`config.mk`:
```
export PLATFORM = sky130hd
export DESIGN_NAME = length_prefixed_record_deframer_top
export DESIGN_NICKNAME = d
export VERILOG_FILES = /design/src/sv/lprd_pkg.sv /design/src/sv/lprd_front.sv /design/src/sv/lprd_queue.sv /design/src/sv/lprd_back.sv /design/src/sv/length_prefixed_record_deframer_top.sv
export SDC_FILE = /design/constraint.sdc
export NUM_CORES = 1
export LEC_CHECK = 0
export ABC_CLOCK_PERIOD_IN_PS = 4300
export BUFFER_PORTS_ARGS = -buffer_cell sky130_fd_sc_hd__buf_2
export CORE_ASPECT_RATIO = 1.1
export CORE_MARGIN = 1
export CORE_UTILIZATION = 40
export CTS_CLUSTER_DIAMETER = 100
export CTS_CLUSTER_SIZE = 25
export DETAILED_ROUTE_END_ITERATION = 8
export MAX_ROUTING_LAYER = met4
export PLACE_DENSITY = 0.65
export SYNTH_ARGS = -nofsm -noshare
export SYNTH_HDL_FRONTEND = slang
export SYNTH_SLANG_ARGS = --single-unit
```
`constraint.sdc`:
```
create_clock -name clk -period 4.3 [get_ports clk]
set_clock_uncertainty 0.15 [all_clocks]
set_input_delay 0.215 -clock clk [delete_from_list [all_inputs] [get_ports clk]]
set_output_delay 0.215 -clock clk [all_outputs]
set_load 0.01 [all_outputs]
```
`src/sv/lprd_pkg.sv`:
```
`timescale 1ns / 1ps
package lprd_pkg;

  // header layout: 16-bit length, then 16-bit function id
  localparam int unsigned LPRD_HEADER_BYTES = 2 + 2;
  localparam logic [15:0] LPRD_ID_BYTES     = 16'd2;

  // default depth of the queue between parser and output stage
  localparam int unsigned LPRD_QUEUE_DEPTH = 4;

  typedef enum logic [2:0] {
    PH_LEN_A,
    PH_LEN_B,
    PH_ID_A,
    PH_ID_B,
    PH_DATA,
    PH_HALT
  } lprd_phase_t;

  typedef enum logic [1:0] {
    KIND_DATA   = 2'd0,
    KIND_EMPTY  = 2'd1,
    KIND_FORMAT = 2'd2
  } lprd_kind_t;

  // one classified result on its way to the output stage
  typedef struct packed {
    lprd_kind_t  kind;
    logic [15:0] function_id;
    logic [7:0]  payload_byte;
    logic [15:0] payload_length;
    logic        last_of_record;
  } lprd_entry_t;

  // queue status seen by the parser and the output stage
  typedef struct packed {
    logic full;
    logic empty;
  } lprd_qstat_t;

endpackage

```
`src/sv/lprd_front.sv`:
```
`timescale 1ns / 1ps
module lprd_front
  import lprd_pkg::*;
(
  input  logic        clk,
  input  logic        rst_n,
  input  logic        in_valid,
  input  logic [7:0]  in_rx_byte,
  output logic        in_stall,
  input  logic        cfg_valid,
  input  logic        cfg_big_endian_fields,
  output logic        cfg_ready,
  input  lprd_qstat_t qstat_i,
  output logic        push_o,
  output lprd_entry_t entry_o
);

  lprd_phase_t phase_r, phase_nxt;
  logic        big_endian_r;
  logic [7:0]  first_byte_r, first_byte_nxt;
  logic [15:0] rec_len_r, rec_len_nxt;
  logic [15:0] func_id_r, func_id_nxt;
  logic [15:0] plen_r, plen_nxt;
  logic [15:0] left_r, left_nxt;
  logic        accept;
  logic [15:0] joined;
  logic        last_byte;

  assign cfg_ready = 1'b1;
  assign in_stall  = qstat_i.full;
  assign accept    = in_valid && !qstat_i.full;

  // 16-bit field assembled at its second byte with the current byte order
  assign joined    = big_endian_r ? {first_byte_r, in_rx_byte} : {in_rx_byte, first_byte_r};
  assign last_byte = (left_r <= 16'd1);

  // byte order register
  always_ff @(posedge clk) begin
    if (!rst_n) begin
      big_endian_r <= 1'b0;
    end else if (cfg_valid && cfg_ready) begin
      big_endian_r <= cfg_big_endian_fields;
    end
  end

  // parse state
  always_ff @(posedge clk) begin
    if (!rst_n) begin
      phase_r <= PH_LEN_A;
    end else begin
      phase_r <= phase_nxt;
    end
  end

  // held header fields and payload counter
  always_ff @(posedge clk) begin
    first_byte_r <= first_byte_nxt;
    rec_len_r    <= rec_len_nxt;
    func_id_r    <= func_id_nxt;
    plen_r       <= plen_nxt;
    left_r       <= left_nxt;
  end

  // classify each accepted byte
  always_comb begin
    phase_nxt      = phase_r;
    first_byte_nxt = first_byte_r;
    rec_len_nxt    = rec_len_r;
    func_id_nxt    = func_id_r;
    plen_nxt       = plen_r;
    left_nxt       = left_r;
    push_o         = 1'b0;
    entry_o        = '{kind: KIND_DATA, function_id: func_id_r, payload_byte: 8'd0,
                       payload_length: 16'd0, last_of_record: 1'b1};
    if (accept) begin
      case (phase_r)
        PH_LEN_A: begin
          first_byte_nxt = in_rx_byte;
          phase_nxt      = PH_LEN_B;
        end
        PH_LEN_B: begin
          rec_len_nxt = joined;
          phase_nxt   = PH_ID_A;
        end
        PH_ID_A: begin
          first_byte_nxt = in_rx_byte;
          phase_nxt      = PH_ID_B;
        end
        PH_ID_B: begin
          func_id_nxt         = joined;
          entry_o.function_id = joined;
          if (rec_len_r < LPRD_ID_BYTES) begin
            phase_nxt    = PH_HALT;
            push_o       = 1'b1;
            entry_o.kind = KIND_FORMAT;
          end else if (rec_len_r == LPRD_ID_BYTES) begin
            phase_nxt    = PH_LEN_A;
            push_o       = 1'b1;
            entry_o.kind = KIND_EMPTY;
          end else begin
            plen_nxt  = rec_len_r - LPRD_ID_BYTES;
            left_nxt  = rec_len_r - LPRD_ID_BYTES;
            phase_nxt = PH_DATA;
          end
        end
        PH_DATA: begin
          push_o                 = 1'b1;
          entry_o.kind           = KIND_DATA;
          entry_o.payload_byte   = in_rx_byte;
          entry_o.payload_length = plen_r;
          entry_o.last_of_record = last_byte;
          if (last_byte) begin
            left_nxt  = 16'd0;
            phase_nxt = PH_LEN_A;
          end else begin
            left_nxt = left_r - 16'd1;
          end
        end
        default: begin
          // halted after a format error: bytes are dropped
          phase_nxt = phase_r;
        end
      endcase
    end
  end

`ifndef SYNTHESIS
  a_no_push_when_full: assert property (@(posedge clk) disable iff (!rst_n)
    push_o |-> !qstat_i.full)
    else $error("parser pushed into a full queue");

  a_halt_sticks: assert property (@(posedge clk) disable iff (!rst_n)
    (phase_r == PH_HALT) |=> (phase_r == PH_HALT))
    else $error("parser left the halted state without reset");

  a_halt_silent: assert property (@(posedge clk) disable iff (!rst_n)
    (phase_r == PH_HALT) |-> !push_o)
    else $error("result produced after a format error");
`endif

endmodule

```
`src/sv/lprd_queue.sv`:
```
`timescale 1ns / 1ps
module lprd_queue
  import lprd_pkg::*;
#(
  parameter int unsigned DEPTH = LPRD_QUEUE_DEPTH
) (
  input  logic        clk,
  input  logic        rst_n,
  input  logic        push_i,
  input  lprd_entry_t entry_i,
  input  logic        pop_i,
  output lprd_entry_t entry_o,
  output lprd_qstat_t qstat_o
);

  localparam int unsigned PW = (DEPTH > 1) ? $clog2(DEPTH) : 1;
  localparam int unsigned CW = $clog2(DEPTH + 1);

  lprd_entry_t      slot_r [DEPTH];
  logic [PW-1:0]    wr_ptr_r, wr_ptr_nxt;
  logic [PW-1:0]    rd_ptr_r, rd_ptr_nxt;
  logic [CW-1:0]    count_r, count_nxt;

  assign qstat_o.full  = (count_r == CW'(DEPTH));
  assign qstat_o.empty = (count_r == '0);
  assign entry_o       = slot_r[rd_ptr_r];

  // pointer and count update
  always_comb begin
    wr_ptr_nxt = wr_ptr_r;
    rd_ptr_nxt = rd_ptr_r;
    count_nxt  = count_r;
    if (push_i) begin
      wr_ptr_nxt = (wr_ptr_r == PW'(DEPTH - 1)) ? '0 : wr_ptr_r + 1'b1;
    end
    if (pop_i) begin
      rd_ptr_nxt = (rd_ptr_r == PW'(DEPTH - 1)) ? '0 : rd_ptr_r + 1'b1;
    end
    if (push_i && !pop_i) begin
      count_nxt = count_r + 1'b1;
    end else if (pop_i && !push_i) begin
      count_nxt = count_r - 1'b1;
    end
  end

  always_ff @(posedge clk) begin
    if (!rst_n) begin
      wr_ptr_r <= '0;
      rd_ptr_r <= '0;
      count_r  <= '0;
    end else begin
      wr_ptr_r <= wr_ptr_nxt;
      rd_ptr_r <= rd_ptr_nxt;
      count_r  <= count_nxt;
    end
  end

  // entry storage
  always_ff @(posedge clk) begin
    if (push_i) begin
      slot_r[wr_ptr_r] <= entry_i;
    end
  end

`ifndef SYNTHESIS
  a_count_bound: assert property (@(posedge clk) disable iff (!rst_n)
    count_r <= CW'(DEPTH))
    else $error("queue count beyond depth");

  a_no_pop_empty: assert property (@(posedge clk) disable iff (!rst_n)
    pop_i |-> (count_r != '0))
    else $error("pop from an empty queue");
`endif

endmodule

```
`src/sv/lprd_back.sv`:
```
`timescale 1ns / 1ps
module lprd_back
  import lprd_pkg::*;
(
  input  logic        clk,
  input  logic        rst_n,
  input  lprd_qstat_t qstat_i,
  input  lprd_entry_t entry_i,
  output logic        pop_o,
  output logic        out_valid,
  input  logic        out_stall,
  output logic [1:0]  out_result_kind,
  output logic [15:0] out_function_id,
  output logic [7:0]  out_payload_byte,
  output logic [15:0] out_payload_length,
  output logic        out_last_of_record
);

  logic        out_valid_r;
  lprd_entry_t out_entry_r;

  // refill the output register when it is empty or being taken
  assign pop_o = !qstat_i.empty && (!out_valid_r || !out_stall);

  always_ff @(posedge clk) begin
    if (!rst_n) begin
      out_valid_r <= 1'b0;
    end else if (pop_o) begin
      out_valid_r <= 1'b1;
    end else if (!out_stall) begin
      out_valid_r <= 1'b0;
    end
  end

  always_ff @(posedge clk) begin
    if (pop_o) begin
      out_entry_r <= entry_i;
    end
  end

  assign out_valid          = out_valid_r;
  assign out_result_kind    = out_entry_r.kind;
  assign out_function_id    = out_entry_r.function_id;
  assign out_payload_byte   = out_entry_r.payload_byte;
  assign out_payload_length = out_entry_r.payload_length;
  assign out_last_of_record = out_entry_r.last_of_record;

endmodule

```
`src/sv/length_prefixed_record_deframer_top.sv`:
```
`timescale 1ns / 1ps
// Length-prefixed record deframer.
// Input channel (in_valid / in_stall / in_rx_byte) takes one stream byte per
// transaction. Records are a 16-bit length, a 16-bit function id and
// (length - 2) payload bytes. The result channel (out_valid / out_stall)
// gives one transaction per payload byte, one per empty record, and one
// format-error transaction when a length below 2 is seen; after that error
// input bytes are accepted and dropped until reset.
// cfg_valid / cfg_ready write the byte-order bit (0 low byte first); cfg_ready
// is always high.
// Throughput: one byte per cycle while the queue is not full. A result passes
// from the parser into the queue, then from the queue into the output register,
// before it shows on out_valid.
// When the receiver stalls, the output register holds and the queue between
// parser and output stage (QUEUE_DEPTH entries) fills; in_stall rises once it
// is full. Header bytes that produce no result are still held off while the
// queue is full.
// Reset (rst_n low, synchronous) empties the queue, drops out_valid, returns
// the parser to the first length byte and clears the byte-order bit.
module length_prefixed_record_deframer_top
  import lprd_pkg::*;
#(
  parameter int unsigned QUEUE_DEPTH = LPRD_QUEUE_DEPTH
) (
  input  logic        clk,
  input  logic        rst_n,
  input  logic        in_valid,
  output logic        in_stall,
  input  logic [7:0]  in_rx_byte,
  input  logic        cfg_valid,
  output logic        cfg_ready,
  input  logic        cfg_big_endian_fields,
  output logic        out_valid,
  input  logic        out_stall,
  output logic [1:0]  out_result_kind,
  output logic [15:0] out_function_id,
  output logic [7:0]  out_payload_byte,
  output logic [15:0] out_payload_length,
  output logic        out_last_of_record
);

  lprd_qstat_t qstat;
  lprd_entry_t push_entry;
  lprd_entry_t head_entry;
  logic        push;
  logic        pop;

  // parser: header tracking and classification
  lprd_front u_front (
    .clk                   (clk),
    .rst_n                 (rst_n),
    .in_valid              (in_valid),
    .in_rx_byte            (in_rx_byte),
    .in_stall              (in_stall),
    .cfg_valid             (cfg_valid),
    .cfg_big_endian_fields (cfg_big_endian_fields),
    .cfg_ready             (cfg_ready),
    .qstat_i               (qstat),
    .push_o                (push),
    .entry_o               (push_entry)
  );

  // decoupling queue
  lprd_queue #(
    .DEPTH (QUEUE_DEPTH)
  ) u_queue (
    .clk     (clk),
    .rst_n   (rst_n),
    .push_i  (push),
    .entry_i (push_entry),
    .pop_i   (pop),
    .entry_o (head_entry),
    .qstat_o (qstat)
  );

  // output stage
  lprd_back u_back (
    .clk                (clk),
    .rst_n              (rst_n),
    .qstat_i            (qstat),
    .entry_i            (head_entry),
    .pop_o              (pop),
    .out_valid          (out_valid),
    .out_stall          (out_stall),
    .out_result_kind    (out_result_kind),
    .out_function_id    (out_function_id),
    .out_payload_byte   (out_payload_byte),
    .out_payload_length (out_payload_length),
    .out_last_of_record (out_last_of_record)
  );

endmodule

```
==> impl_metrics.tcl <==
set metrics [dict create \
    clock_latency_ns 0.49 \
    die_y_um 183 \
    finalNetCount 779 \
    drtIter0Drc 489 \
    dpl.hpwl_mm 13.6 \
    p_per_area_mw_per_mm2 518 \
    rsz0062_at_grt "no" \
    synthArstFlopShare_pct 0 \
    cp-start-kind "register" \
    worst_slack_ns 0.967 \
    grt_pass1_vias 5879 \
    core_mm2 0.0289 \
    clkTransAtPathRegs_ns 0.10 \
    post-route-period-util_pct 77.5 \
    p_switching_mw 1.81 \
    fmax_mhz 300 \
    path_max_fanout 37 \
    fin_hold_ws_ns 0.0831 \
    wl_met2_mm 10.1 \
    seq_power_share_pct 57.9 \
    pre_cts_ws_ns 0.982 \
    ios 60 \
    r2r_slack_ns 0.97 \
    multi_input_area_mm2 0.00279 \
    numCtsBuffers 15 \
    antenna_found_initial 0 \
    fillers 2446 \
    ir_worst_vdd_uv 410 \
    p_comb_share_pct 20.2 \
    hold_viol_final 0 \
    ys.flop_type "edfxtp_1" \
    fin_crit_ns 3.33 \
    critPathCaptureType "register" \
    vias 5783 \
    synth_warnings 0 \
    die_w_um 166 \
    diodes 0 \
    area.sequential_mm2 0.00886 \
    synth_edf_count 287 \
    final_common_cell "edfxtp_1" \
    area_delta_synth_final_pct 11.1 \
    path_class "reg2reg" \
    port_buffers 58 \
    rows 65 \
    met1_length_mm 9.58 \
    synth_nets 705 \
    power.leakage_nw 4.36 \
    root_buffer "clkbuf_16" \
    drive_above_1_share_pct 18.8 \
    cap_viol_max_count 0 \
    p_sw_share_pct 26.6 \
    grt.total_usage_pct 14.6 \
    first_pass_iters 7 \
    slew_viol_final 0 \
    crit_required_ns 4.57 \
    routed_via_density 5.13 \
    start_util_pct 41.1 \
    wire_per_inst_um 18.6 \
    final_cells 1127 \
    cp.arrival_ns 3.60 \
    clkPwrFrac_pct 21.9 \
    clkSinkCount 299 \
    tightestPinTransition_ns 1.06 \
    avgSynthCellArea_um2 17.4 \
    dp.cells 1092 \
    setup_violations 0 \
    grt_max_degree 45 \
    violations "DRC" \
    globalplace.congestion 0.803 \
    htreeDepth 1 \
    cts_tree "built" \
    dr_wl_met3_um 898 \
    die-area_mm2 0.0303 \
    ys_types 48 \
    slew_headroom_pct 29.2 \
    min_path_cells 4 \
    grt_overflow 0 \
    cts_max_path_buffers 3 \
    ant_nets 0 \
    yosysSeqAreaShare_pct 74.7 \
    route.detailed.drc 3 \
    status "finished, violations left" \
    top_layer "met4" \
    most-common-layout-cells "edfxtp_1, buf_2, nand2_1" \
    totalWireLength_mm 21.0 \
    p_int_mw 5.01 \
    ys_ff_latch 299 \
    tns_ns 0 \
    hold_class "in2reg" \
    final_util_pct 45.6 \
    syn_inst 681 \
    netlist_area_mm2 0.0119 \
    reg2regPathDepth 11 \
    grt_pass1_wl_mm 33.3 \
]
## critical path, stage by stage (launching register included)
cell and delay, ns:
dfxtp_1 0.36, nand3b_2 0.20, buf_4 0.23, or3b_1 0.37
buf_4 0.25, o32ai_4 0.37, ha_1 0.26, inv_1 0.06
fa_1 0.37, xor2_1 0.18, or3_1 0.30, a21boi_0 0.16
## through the flow
step	instance area (um2)	total power, mW
2_1_floorplan	11900	4.89
3_3_place_gp	12600	5.40
3_5_place_dp	12600	5.42
4_1_cts	13200	6.90
5_1_grt	13200	7.13
6_report	13200	6.82
## repair_timing
action | CTS | global route
hold endpoints to repair | 20 | 0
setup buffers | 0 | 0
hold buffers | 14 | 0
gates resized for setup | 0 | 0
## layer usage
metal	vias up	GRT usage, %
met2	123	23.6
li1	2732	-
met3	29	1.89
met4	0	4.04
met1	2899	19.7
met5	-	-
## path summary, 6_finish.rpt
check / startpoint / endpoint
worst max register to register: u_front.phase_r[2] / u_queue.count_r[2]
worst min register to register: u_queue.count_r[2] / u_queue.count_r[2]
worst min-delay path: in_valid / u_front.phase_r[0]
worst max-delay path: u_front.phase_r[2] / u_queue.count_r[2]
## state kept, by name, indices dropped and copies added (netlist names)
signal and count:
u_back.out_function_id 16, u_back.out_last_of_record 1, u_back.out_payload_byte 8, u_back.out_payload_length 16
u_back.out_result_kind 2, u_back.out_valid 1, u_front.big_endian_r 1, u_front.first_byte_r 8
u_front.func_id_r 16, u_front.left_r 16, u_front.phase_r 3, u_front.plen_r 16
u_front.rec_len_r 16, u_queue.count_r 3, u_queue.rd_ptr_r 2, u_queue.slot_r 172
u_queue.wr_ptr_r 2
## synthesized netlist by cell type (all sizes together), types with 2 or more instances
cell / instances / area share [%]
or4: 2 / 0.16
nor4: 7 / 0.68
and2: 33 / 1.7
ha: 9 / 0.95
nand2: 56 / 1.8
mux2i: 18 / 1.5
nand3b: 2 / 0.16
or3: 3 / 0.16
nand4: 3 / 0.16
o2bb2ai: 7 / 0.52
xnor2: 13 / 0.96
o21ai: 38 / 1.6
dfxtp: 12 / 2.0
nor2: 28 / 0.89
clkbuf: 18 / 0.57
nor3: 10 / 0.42
nor3b: 3 / 0.19
a21oi: 8 / 0.34
nand3: 6 / 0.25
a21boi: 4 / 0.25
a21o: 2 / 0.13
mux4: 43 / 8.2
xor2: 15 / 1.1
edfxtp: 287 / 73
nand2b: 2 / 0.11
nor2b: 3 / 0.16
buf: 9 / 0.39
inv: 27 / 0.85
## cell families after synthesis
group                      Yosys count  synth area share (%)
and+or+nand+nor                    162                  7.09
other                                1                0.0316
buffers and inverters               54                  1.82
muxes                               61                  9.69
adders and majority gates           10                  1.12
AOI/OAI and AO/OA                   66                  3.45
xor gates and xnor gates            28                  2.07
DFF                                299                  74.7
## cell type report
class,instances,share of cell area (%)
inverter,27,0.770
sequential,299,67.3
clock buffer,21,3.02
timing repair buffer,84,4.24
tap,368,3.50
multi-input combinational,328,21.2
## power by group through the flow
stage / Sequential (mW) / Combinational [mW] / Clock (mW)
global route: 4.00 / 1.51 / 1.62
floorplan: 4.02 / 0.865 / 0
CTS: 3.96 / 1.41 / 1.53
finish: 3.95 / 1.38 / 1.49
detailed placement: 4.02 / 1.40 / 0
global placement: 4.02 / 1.38 / 0
(Power assumes the default switching activity.)
